### config.mk
export PLATFORM = sky130hd
export DESIGN_NAME = nnc_ram
export DESIGN_NICKNAME = d
export VERILOG_FILES = /design/src/sv/nearest_neighbor_chain_clustering_defines.svh /design/src/sv/nnc_ram.sv
export SDC_FILE = /design/constraint.sdc
export NUM_CORES = 1
export LEC_CHECK = 0
export ABC_CLOCK_PERIOD_IN_PS = 2400
export BUFFER_PORTS_ARGS = -buffer_cell sky130_fd_sc_hd__buf_4
export CAP_MARGIN = 25
export CORE_ASPECT_RATIO = 0.6
export CORE_UTILIZATION = 35
export CTS_CLUSTER_SIZE = 16
export DETAILED_ROUTE_END_ITERATION = 16
export GPL_ROUTABILITY_DRIVEN = 1
export SYNTH_ARGS = -nofsm -noshare
export SYNTH_HDL_FRONTEND = slang
export SYNTH_SLANG_ARGS = --single-unit
### constraint.sdc
create_clock -name clk -period 2.4 [get_ports clk]
set_clock_uncertainty 0.1 [all_clocks]
set_input_delay 0.48 -clock clk [delete_from_list [all_inputs] [get_ports clk]]
set_output_delay 0.48 -clock clk [all_outputs]
set_load 0.03 [all_outputs]
### src/sv/nearest_neighbor_chain_clustering_defines.svh
// Assertion macros for the clustering block.
// Included by the top level; depends on nothing.
`ifndef NEAREST_NEIGHBOR_CHAIN_CLUSTERING_DEFINES_SVH
`define NEAREST_NEIGHBOR_CHAIN_CLUSTERING_DEFINES_SVH
`ifndef SYNTH
`define NNC_ASSERT_IMP(lbl, clk, rst, a, c) \
  lbl: assert property (@(posedge clk) disable iff (rst) (a) |-> (c)) else $error("check failed");
`define NNC_ASSERT_NXT(lbl, clk, rst, a, c) \
  lbl: assert property (@(posedge clk) disable iff (rst) (a) |=> (c)) else $error("check failed");
`else
`define NNC_ASSERT_IMP(lbl, clk, rst, a, c)
`define NNC_ASSERT_NXT(lbl, clk, rst, a, c)
`endif
`endif

### src/sv/nnc_ram.sv
// Generic single-port-write, one-read RAM with registered read.
// No dependencies.
`timescale 1ns / 1ps
module nnc_ram #(
  parameter int WIDTH = 8,
  parameter int DEPTH = 16
) (
  input  logic                     clk,
  input  logic                     we,
  input  logic [$clog2(DEPTH)-1:0] waddr,
  input  logic [WIDTH-1:0]         wdata,
  input  logic [$clog2(DEPTH)-1:0] raddr,
  output logic [WIDTH-1:0]         rdata
);
  logic [WIDTH-1:0] mem [DEPTH];
  always_ff @(posedge clk) begin
    if (we) mem[waddr] <= wdata;
    rdata <= mem[raddr];
  end
endmodule

==> summary.txt <==
Yosys
  • Mux contribution to synthesized area: 15.0%
  • Ys flop type: edfxtp_1
  • Yosys synthesis warning count: 0
  • Xor/xnor cell area share of the yosys netlist: 0%
  • Synth cell types: 19
  • Main combinational cell family by area after synthesis: multiplexers
  • Net Count, Synth: 247
  • Commonest cells in the netlist: edfxtp_1, mux4_2, a22oi_1
  • Avg Inst Size Synth: 22.5 um2
  • Mapped Area: 5150 um2
  • EDFF count, synth: 128
  • Compound-Gate Fraction of Synth Area: 2.33%
  • Synth Area in Adders: 0%
  • Cells after Synth: 229
  • Most frequent cell after synthesis: edfxtp_1
  • Flops & latches, synth: 136
  • Yosys top cell by area: edfxtp_1
  • Post-synthesis sequential area ratio: 77.8%
  • Async set or reset register ratio after synthesis: 0%
  • Top cells by area, synth: edfxtp_1, mux4_2, mux4_1
  • Synth Area in Simple Gates: 3.18%
  • Top-area cell type share of the netlist area: 74.7%

Floorplan
  • Core region area: 14000 um2
  • Die Wd: 159 um
  • Row cnt: 33
  • Die Y: 95.9 um
  • IO Pins: 26
  • Initial Util: 36.8%
  • Total die area: 15200 um2

Outcome
  • Outcome: completed

Pwr
  • Clk pwr share: 45.7%
  • Switch share: 19.9%
  • Sw Pwr: 1090 uW
  • PwrDens: 881 nW/um2
  • Gate power share: 5.4%
  • Max IR drop VDD: 0.458 mV
  • Static Leak: 0.00210 uW
  • Sequential share of power: 48.8%
  • Internal: 4380 uW

Global route
  • Gr usage total: 15.4%
  • First-pass GRT wire length: 15.7 mm
  • Largest net degree at the start of global routing: 30
  • GRT overflow: 0
  • Vias in the first global route: 2455
  • Antenna violations before repair: 0

STA
  • Final hold vios: 0
  • Slew headroom: 55.3%
  • Worst-margin pin slew: 0.667 ns
  • Setup ws final: 0.542 ns
  • Period utilization: 77.4%
  • Setup TNS: 0 ns
  • RSZ-0062 raised after global routing: false
  • Final Max Tran Viols: 0
  • Setup violations, final: 0
  • Fmax: 0.538 GHz
  • Period minus WS final: 1.86 ns

Placed design
  • Placed Instances: 455
  • Placer Congestion: 0.699
  • PortBufs: 25
  • Post-DP HPWL: 6.62 mm
  • Setup WS pre-CTS: 0.0565 ns
  • Placed inst area: 5640 um2

Critical path
  • Buf+Inv Stages, Crit Path: 2
  • Slowest cell on the critical path: mux4_1
  • Worst-path cell chain: buf_4 > buf_12 > mux4_1 > a22oi_1 > nand2_1
  • Critical Path Start: raddr[0]
  • Worst stage delay on the critical path: 0.56 ns
  • Critical R2R Launch: mem[0][7]
  • CP Max Fanout: 18
  • CP Capture Type: flop
  • Delay-heaviest family, CP: multiplexers
  • Req. time, crit path: 2.58 ns
  • Setup CP Type: in -> reg
  • Worst setup SP type: input pin
  • Crit path DAT: 2.03 ns

CTS
  • H-tree depth: 4
  • Root Buffer: clkbuf_16
  • Clock transition at path regs: 0.05 ns
  • Sink Count: 136
  • Post-CTS setup buffers: 0
  • Cts hold-fix bufs: 0
  • Bufs on Longest Clock Path: 2
  • TritonCTS buffer count: 17
  • Post-CTS sizing: 0
  • Clock Latency Late Sink: 0.40 ns
  • CTS tree: built

Run
  • Max_cap viols: 0

Min path
  • Hold WC Path Type: in -> reg
  • Min-Delay Startpoint: wdata[6]

Route
  • DRT antenna net count: 0
  • Final WL: 10.4 mm
  • Vias per cell: 4.94
  • Initial DRC Count: 201
  • Residual DRC: 0
  • Iteration count of the initial detailed-routing pass: 5
  • Via count: 2399
  • WL per Instance: 21.5 um

Cells and area
  • Syn-to-layout area delta: 20.7%
  • Share of cells above drive strength 1: 30.3%
  • Final Cell Area: 6210 um2
  • Layout Nets: 300
  • Cell Count, Final, Fillers Out: 486
  • Ant. Diodes: 0
## cell usage in the layout (no fill, tap or decap), drive strengths merged
| cell type | Yosys | final |
|---|---|---|
| and2 | 1 | 1 |
| edfxtp | 128 | 128 |
| nand3 | 1 | 1 |
| buf | 7 | 44 |
| or3b | 1 | 1 |
| nand3b | 2 | 2 |
| a22oi | 16 | 16 |
| nor3 | 4 | 4 |
| nor2 | 13 | 13 |
| clkinv | 0 | 8 |
| and2b | 1 | 1 |
| clkbuf | 0 | 19 |
| bufinv | 0 | 3 |
| nand2 | 9 | 9 |
| nor2b | 1 | 1 |
| clkinvlp | 0 | 1 |
| mux4 | 32 | 32 |
| nand2b | 2 | 2 |
| dfxtp | 8 | 8 |
## cell type report
cell class	count	area, um2
clock buffers	19	433
clock inverters	12	134
fillers	1191	7790
multi-input cells	83	1060
flip-flops and latches	136	4000
well taps	192	240
repair buffers	44	343
## power by group through the flow
| stage | combinational, uW | sequential [uW] | clock [uW] |
|---|---|---|---|
| 2_1_floorplan | 135 | 2750 | 0 |
| 3_3_place_gp | 295 | 2720 | 0 |
| 3_5_place_dp | 299 | 2720 | 0 |
| 4_1_cts | 300 | 2670 | 2550 |
| 5_1_grt | 318 | 2680 | 2640 |
| 6_report | 297 | 2670 | 2500 |
## final timing paths
check               to  slack (ns)  cells after the start
max           rdata[3]        0.54                      5
min          mem[7][6]        0.29                      1
max reg2reg   rdata[7]        0.79                      3
min reg2reg   rdata[0]        0.57                      3
## routing by layer
metal,up-vias,wire [um],GRT usage [%]
met1,1240,5040,22.8
met4,0,68,6.25
li1,1079,-,-
met2,71,4490,21.3
met5,-,0,0
met3,9,835,4.32
## logic make-up after synthesis
family / count (synthesis)
buffers and inverters: 10
multiplexers: 32
flip-flops: 136
AND/OR/NAND/NOR: 35
AO/OA/AOI/OAI: 16
## state kept, by name, summed over array words and instances (netlist names)
| register | flops |
|---|---|
| rdata | 8 |
| mem | 128 |
## through the flow
stage	power (uW)	util [%]	hold WS, ns
2_1_floorplan	2880	-	0.479
3_3_place_gp	3020	40.3	0.556
3_5_place_dp	3020	40.3	0.563
4_1_cts	5520	44.4	0.284
5_1_grt	5630	44.4	0.296
6_report	5470	44.4	0.295
(Power assumes the default switching activity.)
